$ cat config.mk
export PLATFORM = sky130hd
export DESIGN_NAME = multichannel_event_trigger_unit
export DESIGN_NICKNAME = d
export VERILOG_FILES = /design/src/rtl/met_pkg.sv /design/src/rtl/multichannel_event_trigger_unit.sv /design/src/rtl/met_regs.sv /design/src/rtl/met_chan.sv
export SDC_FILE = /design/constraint.sdc
export NUM_CORES = 2
export LEC_CHECK = 0
export BUFFER_PORTS_ARGS = -buffer_cell sky130_fd_sc_hd__buf_2
export CORE_UTILIZATION = 25
export CTS_CLUSTER_SIZE = 40
export DETAILED_ROUTE_END_ITERATION = 7
export SKIP_LAST_GASP = 1
export SYNTH_ARGS = -nofsm -noshare
export SYNTH_HDL_FRONTEND = slang
export SYNTH_SLANG_ARGS = --single-unit
$ cat constraint.sdc
create_clock -name clk_i -period 16 [get_ports clk_i]
set_clock_uncertainty 0.05 [all_clocks]
set_input_delay 0 -clock clk_i [delete_from_list [all_inputs] [get_ports clk_i]]
set_output_delay 0 -clock clk_i [all_outputs]
set_load 0.005 [all_outputs]
$ cat src/rtl/met_pkg.sv
`default_nettype none

package met_pkg;

  // Item actions carried in the input tuser field.
  localparam logic [1:0] ACT_SAMPLE   = 2'd0;
  localparam logic [1:0] ACT_BASELINE = 2'd1;
  localparam logic [1:0] ACT_ROLLOVER = 2'd2;

  // Threshold modes, control bits 2:1.
  localparam logic [1:0] MODE_ABS  = 2'd0;
  localparam logic [1:0] MODE_BASE = 2'd1;
  localparam logic [1:0] MODE_RATE = 2'd2;

  // Decision rules, control bits 4:3.
  localparam logic [1:0] DEC_OR   = 2'd0;
  localparam logic [1:0] DEC_AND  = 2'd1;
  localparam logic [1:0] DEC_NOFM = 2'd2;

  // Register indexes on the configuration port.
  localparam logic [2:0] REG_CONTROL   = 3'd0;
  localparam logic [2:0] REG_THRESHOLD = 3'd1;
  localparam logic [2:0] REG_MASK      = 3'd2;
  localparam logic [2:0] REG_DURATION  = 3'd3;
  localparam logic [2:0] REG_DEAD      = 3'd4;
  localparam logic [2:0] REG_PRE       = 3'd5;
  localparam logic [2:0] REG_POST      = 3'd6;

  localparam int unsigned InChannels = 6;
  localparam int unsigned SampleW    = 32;
  localparam int unsigned IndexW     = 32;
  localparam int unsigned CountW     = 16;
  localparam int unsigned NumW       = 3;
  localparam int unsigned AddrW      = 5;

  localparam logic [CountW-1:0]     DETECT_MAX = 16'hFFFF;
  localparam logic [InChannels-1:0] MASK_RESET = 6'h3F;

  typedef struct packed {
    logic                  enable;
    logic [1:0]            mode;
    logic [1:0]            decision;
    logic [NumW-1:0]       n_needed;
    logic [15:0]           threshold;
    logic [InChannels-1:0] channel_mask;
    logic [15:0]           duration;
    logic [15:0]           dead;
    logic [15:0]           pre;
    logic [15:0]           post;
  } cfg_t;

endpackage

`default_nettype wire

$ cat src/rtl/multichannel_event_trigger_unit.sv
`default_nettype none

// Channel   Dir  Handshake                    Payload
// s_axis    in   s_axis_tvalid/tready         tuser: action; tdata: index, ch0..ch5
// m_axis    out  m_axis_tvalid/tready         tuser: fired; tdata: trigger result
// apb       in   psel/penable/pwrite, pready  7 registers at byte address 4*i
//
// Every beat passes through the input register and then through the trigger
// logic into the result register.
// The block sustains one beat per cycle while the result is not stalled; the
// limit is the update of the trigger state between the two registers.
// Reset restores the register defaults and clears the tracking state, though
// not the stored samples. A stalled result holds the result register, and the
// input register then fills; s_axis_tready drops only when both are occupied.

module multichannel_event_trigger_unit #(
  parameter int unsigned CHANNELS = 6
) (
  input  wire logic         clk_i,
  input  wire logic         rst_ni,

  input  wire logic         s_axis_tvalid,
  output logic              s_axis_tready,
  // tdata from bit 0: sample_index[31:0], ch0_sample .. ch5_sample (32 each)
  input  wire logic [223:0] s_axis_tdata,
  // tuser: action[1:0]
  input  wire logic [1:0]   s_axis_tuser,

  output logic              m_axis_tvalid,
  input  wire logic         m_axis_tready,
  // tdata from bit 0: trigger_index[31:0], window_start[63:32],
  // window_end[95:64], fired_channels[101:96], event_sequence[133:102],
  // detected_count[149:134], zero pad[151:150]
  output logic [151:0]      m_axis_tdata,
  // tuser: fired[0]
  output logic              m_axis_tuser,

  input  wire logic         psel,
  input  wire logic         penable,
  input  wire logic         pwrite,
  input  wire logic [4:0]   paddr,
  input  wire logic [31:0]  pwdata,
  output logic      [31:0]  prdata,
  output logic              pready
);

  // Channels beyond the six input fields always read as zero and can never
  // be watched, so only the lower lanes get hardware.
  localparam int unsigned NumLanes =
    (CHANNELS < met_pkg::InChannels) ? CHANNELS : met_pkg::InChannels;
  localparam int unsigned SW = met_pkg::SampleW;
  localparam int unsigned IW = met_pkg::IndexW;
  localparam int unsigned CW = met_pkg::CountW;

  met_pkg::cfg_t cfg;

  met_regs u_regs (
    .clk_i   (clk_i),
    .rst_ni  (rst_ni),
    .psel    (psel),
    .penable (penable),
    .pwrite  (pwrite),
    .paddr   (paddr),
    .pwdata  (pwdata),
    .prdata  (prdata),
    .pready  (pready),
    .cfg_o   (cfg)
  );

  // ---------------------------------------------------------------------
  // Input register
  // ---------------------------------------------------------------------
  logic          a_valid_q;
  logic [1:0]    a_action_q;
  logic [IW-1:0] a_idx_q;
  logic [SW-1:0] a_ch_q [NumLanes];

  logic o_valid_q;
  logic o_load;
  logic in_fire;

  // The result register takes a new beat whenever it is empty or drained.
  assign o_load        = a_valid_q & (~o_valid_q | m_axis_tready);
  assign s_axis_tready = ~a_valid_q | o_load;
  assign in_fire       = s_axis_tvalid & s_axis_tready;

  always_ff @(posedge clk_i or negedge rst_ni) begin
    if (!rst_ni) begin
      a_valid_q <= 1'b0;
    end else if (s_axis_tready) begin
      a_valid_q <= s_axis_tvalid;
    end
  end

  always_ff @(posedge clk_i) begin
    if (in_fire) begin
      a_action_q <= s_axis_tuser;
      a_idx_q    <= s_axis_tdata[IW-1:0];
      for (int l = 0; l < NumLanes; l++) begin
        a_ch_q[l] <= s_axis_tdata[IW + SW*l +: SW];
      end
    end
  end

  // ---------------------------------------------------------------------
  // Tracking state
  // ---------------------------------------------------------------------
  logic [SW-1:0] prev_q [NumLanes];
  logic [SW-1:0] base_q [NumLanes];
  logic          have_prev_q, have_prev_d;
  logic          have_base_q, have_base_d;
  logic          over_active_q, over_active_d;
  logic [IW-1:0] onset_q, onset_d;
  logic [IW-1:0] dead_until_q, dead_until_d;
  logic [IW-1:0] seq_q, seq_d;
  logic [CW-1:0] det_q, det_d;
  logic          take_prev;
  logic          take_base;

  // Per-channel threshold tests run in parallel.
  logic [NumLanes-1:0] over_lane;

  for (genvar l = 0; l < NumLanes; l++) begin : g_lane
    met_chan u_chan (
      .sample_i    (a_ch_q[l]),
      .base_i      (base_q[l]),
      .prev_i      (prev_q[l]),
      .have_base_i (have_base_q),
      .have_prev_i (have_prev_q),
      .mode_i      (cfg.mode),
      .threshold_i (cfg.threshold),
      .watch_i     (cfg.channel_mask[l]),
      .over_o      (over_lane[l])
    );
  end

  // ---------------------------------------------------------------------
  // Decision and trigger
  // ---------------------------------------------------------------------
  logic [met_pkg::InChannels-1:0] over_mask;
  logic [met_pkg::InChannels-1:0] watch_mask;
  logic [met_pkg::NumW-1:0]       n_over;
  logic                           cond;
  logic                           in_dead;
  logic [IW-1:0]                  trig;
  logic [IW-1:0]                  elapsed;
  logic                           long_enough;
  logic [IW-1:0]                  win_start;
  logic [IW-1:0]                  win_end;
  logic                           fire;

  always_comb begin
    over_mask  = '0;
    watch_mask = '0;
    n_over     = '0;
    for (int l = 0; l < NumLanes; l++) begin
      over_mask[l]  = over_lane[l];
      watch_mask[l] = cfg.channel_mask[l];
      n_over        = n_over + met_pkg::NumW'(over_lane[l]);
    end
  end

  always_comb begin
    cond = 1'b0;
    case (cfg.decision)
      met_pkg::DEC_OR:   cond = |over_mask;
      // An empty watch set never satisfies the AND rule.
      met_pkg::DEC_AND:  cond = (|watch_mask) & (over_mask == watch_mask);
      met_pkg::DEC_NOFM: cond = (n_over >= cfg.n_needed);
      default:           cond = 1'b0;
    endcase
  end

  // The onset is this sample unless a run of true conditions is already
  // under way, so the elapsed count and the window do not wait for cond.
  assign in_dead     = a_idx_q < dead_until_q;
  assign trig        = over_active_q ? onset_q : a_idx_q;
  assign elapsed     = over_active_q ? (a_idx_q - onset_q) : '0;
  assign long_enough = elapsed >= {16'd0, cfg.duration};
  assign win_start   = (trig > {16'd0, cfg.pre}) ? (trig - {16'd0, cfg.pre}) : '0;
  assign win_end     = trig + {16'd0, cfg.post};

  always_comb begin
    have_prev_d   = have_prev_q;
    have_base_d   = have_base_q;
    over_active_d = over_active_q;
    onset_d       = onset_q;
    dead_until_d  = dead_until_q;
    seq_d         = seq_q;
    det_d         = det_q;
    take_prev     = 1'b0;
    take_base     = 1'b0;
    fire          = 1'b0;
    case (a_action_q)
      met_pkg::ACT_SAMPLE: begin
        // The previous sample is refreshed even while disabled or dead.
        take_prev   = 1'b1;
        have_prev_d = 1'b1;
        if (!cfg.enable || in_dead || !cond) begin
          over_active_d = 1'b0;
        end else if (long_enough) begin
          fire          = 1'b1;
          over_active_d = 1'b0;
          seq_d         = seq_q + 1'b1;
          dead_until_d  = a_idx_q + {16'd0, cfg.dead};
          if (det_q != met_pkg::DETECT_MAX) begin
            det_d = det_q + 1'b1;
          end
        end else begin
          over_active_d = 1'b1;
          onset_d       = trig;
        end
      end
      met_pkg::ACT_BASELINE: begin
        take_base   = 1'b1;
        have_base_d = 1'b1;
      end
      met_pkg::ACT_ROLLOVER: begin
        det_d = '0;
      end
      default: ;
    endcase
  end

  always_ff @(posedge clk_i or negedge rst_ni) begin
    if (!rst_ni) begin
      have_prev_q   <= 1'b0;
      have_base_q   <= 1'b0;
      over_active_q <= 1'b0;
      onset_q       <= '0;
      dead_until_q  <= '0;
      seq_q         <= '0;
      det_q         <= '0;
    end else if (o_load) begin
      have_prev_q   <= have_prev_d;
      have_base_q   <= have_base_d;
      over_active_q <= over_active_d;
      onset_q       <= onset_d;
      dead_until_q  <= dead_until_d;
      seq_q         <= seq_d;
      det_q         <= det_d;
    end
  end

  // Stored samples are only read once their valid flag is set.
  always_ff @(posedge clk_i) begin
    for (int l = 0; l < NumLanes; l++) begin
      if (o_load && take_prev) prev_q[l] <= a_ch_q[l];
      if (o_load && take_base) base_q[l] <= a_ch_q[l];
    end
  end

  // ---------------------------------------------------------------------
  // Result register
  // ---------------------------------------------------------------------
  logic                           r_fired_q;
  logic [IW-1:0]                  r_trig_q;
  logic [IW-1:0]                  r_start_q;
  logic [IW-1:0]                  r_end_q;
  logic [met_pkg::InChannels-1:0] r_chans_q;
  logic [IW-1:0]                  r_seq_q;
  logic [CW-1:0]                  r_det_q;

  always_ff @(posedge clk_i or negedge rst_ni) begin
    if (!rst_ni) begin
      o_valid_q <= 1'b0;
    end else if (o_load) begin
      o_valid_q <= 1'b1;
    end else if (m_axis_tready) begin
      o_valid_q <= 1'b0;
    end
  end

  // Fields other than the detection count read as zero when nothing fired.
  always_ff @(posedge clk_i) begin
    if (o_load) begin
      r_fired_q <= fire;
      r_trig_q  <= fire ? trig      : '0;
      r_start_q <= fire ? win_start : '0;
      r_end_q   <= fire ? win_end   : '0;
      r_chans_q <= fire ? over_mask : '0;
      r_seq_q   <= fire ? seq_q     : '0;
      r_det_q   <= det_d;
    end
  end

  assign m_axis_tvalid = o_valid_q;
  assign m_axis_tuser  = r_fired_q;
  assign m_axis_tdata  = {2'b00, r_det_q, r_seq_q, r_chans_q, r_end_q, r_start_q, r_trig_q};

endmodule

`default_nettype wire

$ cat src/rtl/met_regs.sv
`default_nettype none

// Configuration register file behind a simple APB slave.
module met_regs (
  input  wire logic                        clk_i,
  input  wire logic                        rst_ni,
  input  wire logic                        psel,
  input  wire logic                        penable,
  input  wire logic                        pwrite,
  input  wire logic [met_pkg::AddrW-1:0]   paddr,
  input  wire logic [31:0]                 pwdata,
  output logic      [31:0]                 prdata,
  output logic                             pready,
  output met_pkg::cfg_t                    cfg_o
);

  met_pkg::cfg_t cfg_q;
  logic          wr_en;
  logic [2:0]    reg_idx;

  assign pready  = 1'b1;
  assign wr_en   = psel & penable & pwrite & pready;
  assign reg_idx = paddr[met_pkg::AddrW-1:2];
  assign cfg_o   = cfg_q;

  always_ff @(posedge clk_i or negedge rst_ni) begin
    if (!rst_ni) begin
      // Everything resets to zero except the channel mask, which watches all
      // channels: 24 bits of control and threshold above it, 64 bits of
      // duration, dead, pre and post below it.
      cfg_q <= met_pkg::cfg_t'({24'd0, met_pkg::MASK_RESET, 64'd0});
    end else if (wr_en) begin
      case (reg_idx)
        met_pkg::REG_CONTROL: begin
          cfg_q.enable   <= pwdata[0];
          cfg_q.mode     <= pwdata[2:1];
          cfg_q.decision <= pwdata[4:3];
          cfg_q.n_needed <= pwdata[7:5];
        end
        met_pkg::REG_THRESHOLD: cfg_q.threshold    <= pwdata[15:0];
        met_pkg::REG_MASK:      cfg_q.channel_mask <= pwdata[met_pkg::InChannels-1:0];
        met_pkg::REG_DURATION:  cfg_q.duration     <= pwdata[15:0];
        met_pkg::REG_DEAD:      cfg_q.dead         <= pwdata[15:0];
        met_pkg::REG_PRE:       cfg_q.pre          <= pwdata[15:0];
        met_pkg::REG_POST:      cfg_q.post         <= pwdata[15:0];
        default: ;
      endcase
    end
  end

  always_comb begin
    prdata = '0;
    case (reg_idx)
      met_pkg::REG_CONTROL:
        prdata = {24'd0, cfg_q.n_needed, cfg_q.decision, cfg_q.mode, cfg_q.enable};
      met_pkg::REG_THRESHOLD: prdata = {16'd0, cfg_q.threshold};
      met_pkg::REG_MASK:      prdata = {26'd0, cfg_q.channel_mask};
      met_pkg::REG_DURATION:  prdata = {16'd0, cfg_q.duration};
      met_pkg::REG_DEAD:      prdata = {16'd0, cfg_q.dead};
      met_pkg::REG_PRE:       prdata = {16'd0, cfg_q.pre};
      met_pkg::REG_POST:      prdata = {16'd0, cfg_q.post};
      default:                prdata = '0;
    endcase
  end

endmodule

`default_nettype wire

$ cat src/rtl/met_chan.sv
`default_nettype none

// One channel's threshold test: absolute value, change from baseline or
// change from the previous sample, compared at 33 bits so nothing overflows.
module met_chan (
  input  wire logic [met_pkg::SampleW-1:0] sample_i,
  input  wire logic [met_pkg::SampleW-1:0] base_i,
  input  wire logic [met_pkg::SampleW-1:0] prev_i,
  input  wire logic                        have_base_i,
  input  wire logic                        have_prev_i,
  input  wire logic [1:0]                  mode_i,
  input  wire logic [15:0]                 threshold_i,
  input  wire logic                        watch_i,
  output logic                             over_o
);

  logic [met_pkg::SampleW-1:0] ref_val;
  logic                        ref_ok;
  logic [met_pkg::SampleW:0]   diff;
  logic [met_pkg::SampleW:0]   mag;

  always_comb begin
    ref_val = '0;
    ref_ok  = 1'b0;
    case (mode_i)
      met_pkg::MODE_ABS: begin
        ref_val = '0;
        ref_ok  = 1'b1;
      end
      met_pkg::MODE_BASE: begin
        ref_val = base_i;
        ref_ok  = have_base_i;
      end
      met_pkg::MODE_RATE: begin
        ref_val = prev_i;
        ref_ok  = have_prev_i;
      end
      default: begin
        ref_val = '0;
        ref_ok  = 1'b0;
      end
    endcase
  end

  assign diff   = {sample_i[met_pkg::SampleW-1], sample_i}
                - {ref_val[met_pkg::SampleW-1], ref_val};
  assign mag    = diff[met_pkg::SampleW] ? (~diff + 1'b1) : diff;
  assign over_o = watch_i & ref_ok & (mag >= {17'd0, threshold_i});

endmodule

`default_nettype wire

=== Yosys cells after proc, flatten, opt, wreduce, memory -nomap -nowiden ===
Memories as Yosys holds them, arrays and structs flattened.
Cells that the tools add are included.

* Reductions and logical operators: 25
* Multiply operators: 0
* Order comparisons: 10
* Add/sub/neg operators: 23
* Eq/ne operators: 14
* Bitwise logic cells: 29
* Divide/modulo/power cells: 0
* Multiplexer cells: 36
* Shift operators: 0

{| class="wikitable"
|+ Operators with widths
! kind !! count
|-
| $pmux W32 S2 || 6
|-
| $add A33 B1 Y33 const B || 6
|-
| $ge A33 B16 Y1 || 6
|-
| $mux W33 || 6
|-
| $not A33 Y33 || 6
|-
| $sub A32 B32 Y33 || 6
|-
| $pmux W16 S7 || 1
|-
| $add A32 B16 Y32 || 2
|-
| $mux W32 || 2
|-
| $mux W16 || 3
|-
| $add A32 B1 Y32 const B || 1
|-
| $ge A32 B16 Y1 || 1
|-
| $gt A32 B16 Y1 || 1
|-
| $lt A32 B32 Y1 || 1
|-
| $pmux W16 S2 || 1
|-
| $sub A32 B16 Y32 || 1
|-
| $sub A32 B32 Y32 || 1
|-
| $reduce_and A2 Y1 || 10
|-
| $and A1 B1 Y1 || 17
|-
| $add A16 B1 Y16 const B || 1
|-
| $ne A16 B16 Y1 const B || 1
|-
| $mux W1 || 15
|-
| $reduce_or A6 Y1 || 2
|-
| $add A3 B1 Y3 || 3
|-
| other kinds (19) || 37
|}

* RAM bits: 576
* Bits in latches: 0
* Memories kept: 3
* Output and inout bits: 188
* Word-level logic and storage cells: 168
* Flip-flop bits (word level): 396
* Memory bits (read-only): 0
* Input port bits: 270

{| class="wikitable"
|+ Memories
! memory !! depth !! bits a word !! rd ports !! clocked after memory_dff !! write ports !! RTL line !! RTL
|-
| a_ch_q || 6 || 32 || 6 || 0 || 6 || multichannel_event_trigger_unit.sv:76 || <nowiki>logic [SW-1:0] a_ch_q [NumLanes];</nowiki>
|-
| base_q || 6 || 32 || 6 || 0 || 6 || multichannel_event_trigger_unit.sv:109 || <nowiki>logic [SW-1:0] base_q [NumLanes];</nowiki>
|-
| prev_q || 6 || 32 || 6 || 0 || 6 || multichannel_event_trigger_unit.sv:108 || <nowiki>logic [SW-1:0] prev_q [NumLanes];</nowiki>
|}

=== Logic depth before layout (Yosys ltp) ===
* Depth in word-level cells: 20
* Mapped depth: 51
* Depth with buffers taken out: 45

=== Hierarchy ===
Synthesis repeated with hierarchy kept, for this count alone.

* Cells, all modules: 6265
* Area total of the unflattened synthesis: 63956.3 um^2

{| class="wikitable"
|+ By module, submodules not included
! module !! cells each !! seq. area each (um^2) !! times used !! area each (um^2)
|-
| multichannel_event_trigger_unit || 2458 || 25779.7 || 1 || 35915.7
|-
| met_chan at g_lane[1].u_chan ... || 573 || 0.0 || 3 || 3903.7
|-
| met_chan at g_lane[0].u_chan ... || 599 || 0.0 || 2 || 3911.3
|-
| met_regs || 327 || 2359.8 || 1 || 4584.4
|-
| met_chan at g_lane[3].u_chan || 563 || 0.0 || 1 || 3922.5
|}

=== Least setup slack after synthesis ===
Ideal clock, no wire load.

* Kind: register to register
* From: register a_action_q[0]
* To: register have_base_q
* Cell stages (with the launch flop): 4
* Path slack: 1.040 ns
* Setup time: 0.149 ns
* Clock period less this slack: 14.960 ns
* Data arrival time: 14.761 ns
* Required time: 15.801 ns
* Path buffers: 0
* Cell sequence: edfxtp_1 -> inv_1 -> nor3_1 -> or2_2

* Longest elaborated chain between the ends: 2

{| class="wikitable"
|+ RTL lines
! what !! RTL line !! RTL
|-
| start, declared || multichannel_event_trigger_unit.sv:74 || <nowiki>logic [1:0] a_action_q;</nowiki>
|-
| start signal, assigned || multichannel_event_trigger_unit.sv:97 || <nowiki>a_action_q <= s_axis_tuser;</nowiki>
|-
| $eq A2 B1 Y1 || multichannel_event_trigger_unit.sv:194 || <nowiki>case (a_action_q)</nowiki>
|-
| $reduce_and A2 Y1 (no line) || n/a ||
|-
| end signal, assigned || multichannel_event_trigger_unit.sv:236 || <nowiki>have_base_q <= have_base_d;</nowiki>
|-
| end, declared || multichannel_event_trigger_unit.sv:111 || <nowiki>logic have_base_q, have_base_d;</nowiki>
|}

No other way between the ends.
A chain may end at the register's enable or synchronous reset.

=== Worst setup path after layout ===
* From: register u_regs.cfg_q, in the netlist u_regs.cfg_o[91]
* To: register onset_q[0]

* Longest elaborated chain between the ends: 19
* Elaborated cells on any way between the ends: 66
* Those cells by class: add/sub: 17; order compare: 7; eq/ne: 3; mux: 14; bitwise: 20; reduce/logical: 5

{| class="wikitable"
|+ RTL lines
! what !! RTL line !! RTL
|-
| start, declared || met_regs.sv:17 || <nowiki>met_pkg::cfg_t cfg_q;</nowiki>
|-
| start signal, assigned || met_regs.sv:31 || <nowiki>cfg_q <= met_pkg::cfg_t'({24'd0, met_pkg::MASK_RESET, 64'd0});</nowiki>
|-
| $eq A2 B2 Y1 or $eq A2 B1 Y1 (tied branches) || met_chan.sv:25 || <nowiki>case (mode_i)</nowiki>
|-
| $pmux W32 S2 || met_chan.sv:25 ||
|-
| $sub A32 B32 Y33 || met_chan.sv:46 || <nowiki>- {ref_val[met_pkg::SampleW-1], ref_val};</nowiki>
|-
| $not A33 Y33 || met_chan.sv:47 || <nowiki>assign mag = diff[met_pkg::SampleW] ? (~diff + 1'b1) : diff;</nowiki>
|-
| $add A33 B1 Y33 || met_chan.sv:47 ||
|-
| $mux W33 || met_chan.sv:47 ||
|-
| $ge A33 B16 Y1 || met_chan.sv:48 || <nowiki>assign over_o = watch_i & ref_ok & (mag >= {17'd0, threshold_i});</nowiki>
|-
| $and A1 B1 Y1 || met_chan.sv:48 ||
|-
| $add A1 B1 Y2 || multichannel_event_trigger_unit.sv:159 || <nowiki>n_over = n_over + met_pkg::NumW'(over_lane[l]);</nowiki>
|-
| $add A2 B1 Y3 || multichannel_event_trigger_unit.sv:159 ||
|-
| $add A3 B1 Y3 (3 in a row) || multichannel_event_trigger_unit.sv:159 ||
|-
| $ge A3 B3 Y1 || multichannel_event_trigger_unit.sv:169 || <nowiki>met_pkg::DEC_NOFM: cond = (n_over >= cfg.n_needed);</nowiki>
|-
| $pmux W1 S3 (*) || multichannel_event_trigger_unit.sv:165 || <nowiki>case (cfg.decision)</nowiki>
|-
| $logic_not A1 Y1 (*) || multichannel_event_trigger_unit.sv:199 || <nowiki>if (!cfg.enable || in_dead || !cond) begin</nowiki>
|-
| $logic_or A1 B1 Y1 (*) || multichannel_event_trigger_unit.sv:199 ||
|-
| $not A1 Y1 (no line) (*) || n/a ||
|-
| $reduce_and A4 Y1 (no line) (*) || n/a ||
|-
| end signal, assigned || multichannel_event_trigger_unit.sv:238 || <nowiki>onset_q <= onset_d;</nowiki>
|-
| end, declared || multichannel_event_trigger_unit.sv:113 || <nowiki>logic [IW-1:0] onset_q, onset_d;</nowiki>
|}

Mark *: on every way between the ends. The rest lies on a longest branch, timed or not.

==> results by stage <==
Logic synthesis:
- Summed over all instances, the cell type with the most area after synthesis is sky130_fd_sc_hd__edfxtp_1.
- After technology mapping, the gate count stands at 6284.
- The most used flip-flop cell after synthesis is sky130_fd_sc_hd__edfxtp_1.
- Of the post-synthesis cell area, the dominant cell type holds 36.32%.
- The cell area that synthesis handed to floorplanning was 62910 um2.
- The count of flip-flops with a built-in enable after synthesis is 761.
- Yosys instantiated no cell more often than sky130_fd_sc_hd__edfxtp_1.
- Yosys printed 0 warnings.
- The mean cell area of the mapped netlist is 10.01 um2.
- The commonest cells after synthesis are sky130_fd_sc_hd__edfxtp_1, sky130_fd_sc_hd__nand2_1, sky130_fd_sc_hd__ha_1.
- In this run, synthesis produced a sequential element count of 972.
- Sorting the synthesized cells by area gives the leading types as sky130_fd_sc_hd__edfxtp_1, sky130_fd_sc_hd__ha_1, sky130_fd_sc_hd__dfrtp_1.
- The async set-reset flop share out of synthesis is 21.71%.
- The sequential share of the synthesized area is 44.73%.
- Counting distinct cell types in the post-synthesis netlist gives 101.

Worst hold path:
- The min-delay analysis places its worst path in the category input pin to flip-flop.

Placed design:
- The area of placed instances is 68780 um2.
- The HPWL reported at the end of detailed placement is 151.7 mm.
- The last weighted congestion value of the routability-driven placer is 0.9082.
- The instance count after placement with tap cells included is 9837.
- In this run the tool buffered the top-level ports with 420 buffer cells.

Layout:
- Cells fill 31.16% of the core in the end.
- The fraction of final layout cells with drive strength greater than 1 is 12.51%.
- The area added between synthesis and finish is 23.49%.
- The final-layout fill cell count is 25440.
- The finished layout holds 10550 standard cells, fillers aside.
- The layout net count is 7821.
- The finished cells cover 77690 um2.

Clock tree:
- The TritonCTS clock tree is built.
- The source-to-sink clock delay at the later pin of the worst-skew pair is 830 ps.
- The H-tree was split into 3 levels.
- The master cell of the clock root buffer is sky130_fd_sc_hd__clkbuf_16.
- The clock passes through at most 3 buffers.
- The sink count of the clock tree is 972.
- The clock buffer count from CTS is 113.
- After clock tree synthesis, the setup repair step added 0 buffers.
- After clock tree synthesis, the clock-pin slew on the worst setup and hold paths is 60 ps.

Power and ir drop:
- The worst ir drop on vdd is 0.09708 mV.
- For this design the ratio of total power to cell area is 122.0 nW/um2.
- Power comes to 9475 uW.
- The analysis attributes to cell leakage a power of 0.02980 uW.

Timing:
- The total count of hold-check failures in the final report is 0.
- Setup repair after global routing left no endpoint under its margin.
- The worst-case headroom to the max-slew limit is 20.52%.
- The number of pins with negative max-slew slack in the final report was 0.
- The post-layout minimum cycle time is 13110 ps.
- The maximum clock rate is 0.07627 GHz.
- The count of final setup violators is 0.
- The transition time of the tightest slew-check pin is 1181 ps.
- Of the available clock period, the critical path in the final layout requires 81.94%.
- The aggregate negative setup slack is 0 ps.

Setup path:
- The worst setup path category is flip-flop to flip-flop.
- STA classifies the critical path endpoint as a flip-flop.
- Data on the critical path is required at its endpoint by 16570 ps.
- The cell with the biggest individual delay on the critical path is sky130_fd_sc_hd__nand3_2.
- Along the worst path, the maximum fanout reaches 43.
- The kind of start point of the critical path is a flip-flop.
- The largest single stage delay on the critical path is 1070 ps.
- Data arrives at the worst endpoint at 13680 ps.

Detailed routing:
- For this block, the routed nets add up to 207.7 mm of wire.
- In this run the remaining antenna-violating nets after routing total 0.
- For this run, the detailed router's first-pass iteration total came to 5.
- After detailed routing, the average wire length per cell comes to 19.70 um.
- The iteration-0 DRC count of the detailed router is 4243.
- For this run, design rule violations remaining after detail routing come to 0.
- The via count normalized by instance count is 5.036.
- The routed layout has 53100 vias.

GRT:
- The number of global-route vias before repair is 51740.
- The global-route wire length before repair is 312.6 mm.
- After global routing the overflow that remains totals 0.
- The maximum number of pins on one net before global-route repair is 141.
- The initial antenna violation count is 26.
- For this run, the total global-route usage over all layers was measured as 15.91%.

Floorplanning:
- For this configuration, the core starts out at a cell density of 25.23%.
- The area of the die is 253700 um2.
- From bottom edge to top edge, the die measures 503.6 um.
- The core box area is 249300 um2.
- After floorplanning, the core was divided into 183 placement rows.
- The die boundary width is 503.6 um.
- The top-level I/O count is 458.

Outcome:
- The flow ran to the end, and the final reports show no timing, DRC or antenna violations.

Run:
- The max capacitance violation total is 0.
-- path summary, 6_finish.rpt --
path	startpoint	endpoint	slack (ps)	cells past startpoint
setup / recovery	u_regs.cfg_o[91]	onset_q[0]	2890	42
hold / removal	pwdata[11]	u_regs.cfg_o[27]	70	4
setup reg to reg	u_regs.cfg_o[91]	onset_q[0]	2890	42
hold reg to reg	a_valid_q	m_axis_tvalid	360	1
max in group asynchronous	rst_ni	dead_until_q[1]	14590	4
min in group asynchronous	rst_ni	onset_q[19]	380	4
-- worst max-delay path: cells and delay by family, from the launching register on --
kind                       cells  cell delay (ps)
AOI/OAI and AO/OA             19             5230
xor gates and xnor gates       1              160
adders and majority gates      8             2930
buffers and inverters          7             1430
DFF                            1              480
muxes                          1              630
and+or+nand+nor                6             1930
-- stage by stage --
stage	hold WS [ps]	setup WS (ps)
after floorplan	-345.6	1040
after detailed placement	-10.88	2944
after global routing	21.26	2005
final	72.65	2889
after global placement	-8.457	2959
after CTS	1.489	2869
-- where the power goes --
part           internal (uW)  leakage, uW  total [uW]  switching (uW)
Sequential              2920      0.00978        3050             132
Clock                   1610      0.00194        2760            1150
Combinational           1410       0.0181        3660            2250
Total                   5940       0.0298        9470            3530
-- repair_timing --
item / CTS / global route
hold buffers: 485 / 0
resized for setup: 0 / 0
endpoints found under the hold margin: 558 / 0
-- placed cells by master (no fill, tap or decap), types with 76 or more instances in the layout --
cell                            count
sky130_fd_sc_hd__a21o_1           128
sky130_fd_sc_hd__a21oi_1          359
sky130_fd_sc_hd__a22o_1           196
sky130_fd_sc_hd__and2_1            78
sky130_fd_sc_hd__buf_2            419
sky130_fd_sc_hd__buf_4             76
sky130_fd_sc_hd__clkbuf_16        114
sky130_fd_sc_hd__dfrtp_1          204
sky130_fd_sc_hd__dlygate4sd3_1    484
sky130_fd_sc_hd__edfxtp_1         761
sky130_fd_sc_hd__ha_1             428
sky130_fd_sc_hd__inv_1            252
sky130_fd_sc_hd__mux2_2            88
sky130_fd_sc_hd__nand2_1          672
sky130_fd_sc_hd__nand3_1          158
sky130_fd_sc_hd__nand4_1          113
sky130_fd_sc_hd__nor2_1           418
sky130_fd_sc_hd__nor3_1           135
sky130_fd_sc_hd__o21ai_0          356
sky130_fd_sc_hd__xnor2_1          175
sky130_fd_sc_hd__xor2_1           138
-- state kept, by name (all words and copies together), names as in the netlist --
name and flops:
m_axis_tuser 1, over_active_q 1, m_axis_tvalid 1, onset_q 32, prev_q 192, seq_q 32
r_seq_q 32, r_end_q 32, have_prev_q 1, r_trig_q 32, have_base_q 1, r_det_q 16
a_idx_q 32, u_regs.cfg_o 94, a_ch_q 192, base_q 192, a_valid_q 1, r_chans_q 6
det_q 16, dead_until_q 32, r_start_q 32, a_action_q 2
-- kinds of logic (layout without fill, tap and decap cells) --
group,count (synthesis),after routing,share of synthesized area (%)
simple gates,2090,2090,16.49
compound gates,1750,1750,19.10
flops,972,972,44.73
buf+inv,547,1450,3.455
fa+ha+maj,444,444,8.985
xor+xnor,313,313,4.358
mux,166,166,2.866
other cells,2,30,0.01194
-- per-layer routing --
metal | up-vias | global-route usage [%] | routed length (um)
li1 | 25450 | - | -
met1 | 25740 | 21.30 | 94450
met2 | 1623 | 26.42 | 95430
met3 | 287 | 2.320 | 11800
met4 | 4 | 4.545 | 5990
met5 | - | 0 | 28
-- final cells by class --
class	instances	area [um2]	area share (%)
clock inverter	72	969.7	1.248
antenna	11	27.53	0.03543
inverter	255	969.7	1.248
timing repair buffer	983	7595	9.776
sequential	972	28140	36.22
multi-input combinational	4782	32780	42.19
tap	3330	4167	5.363
clock buffer	140	3040	3.913
No activity file was read; power rests on OpenSTA's default activity.
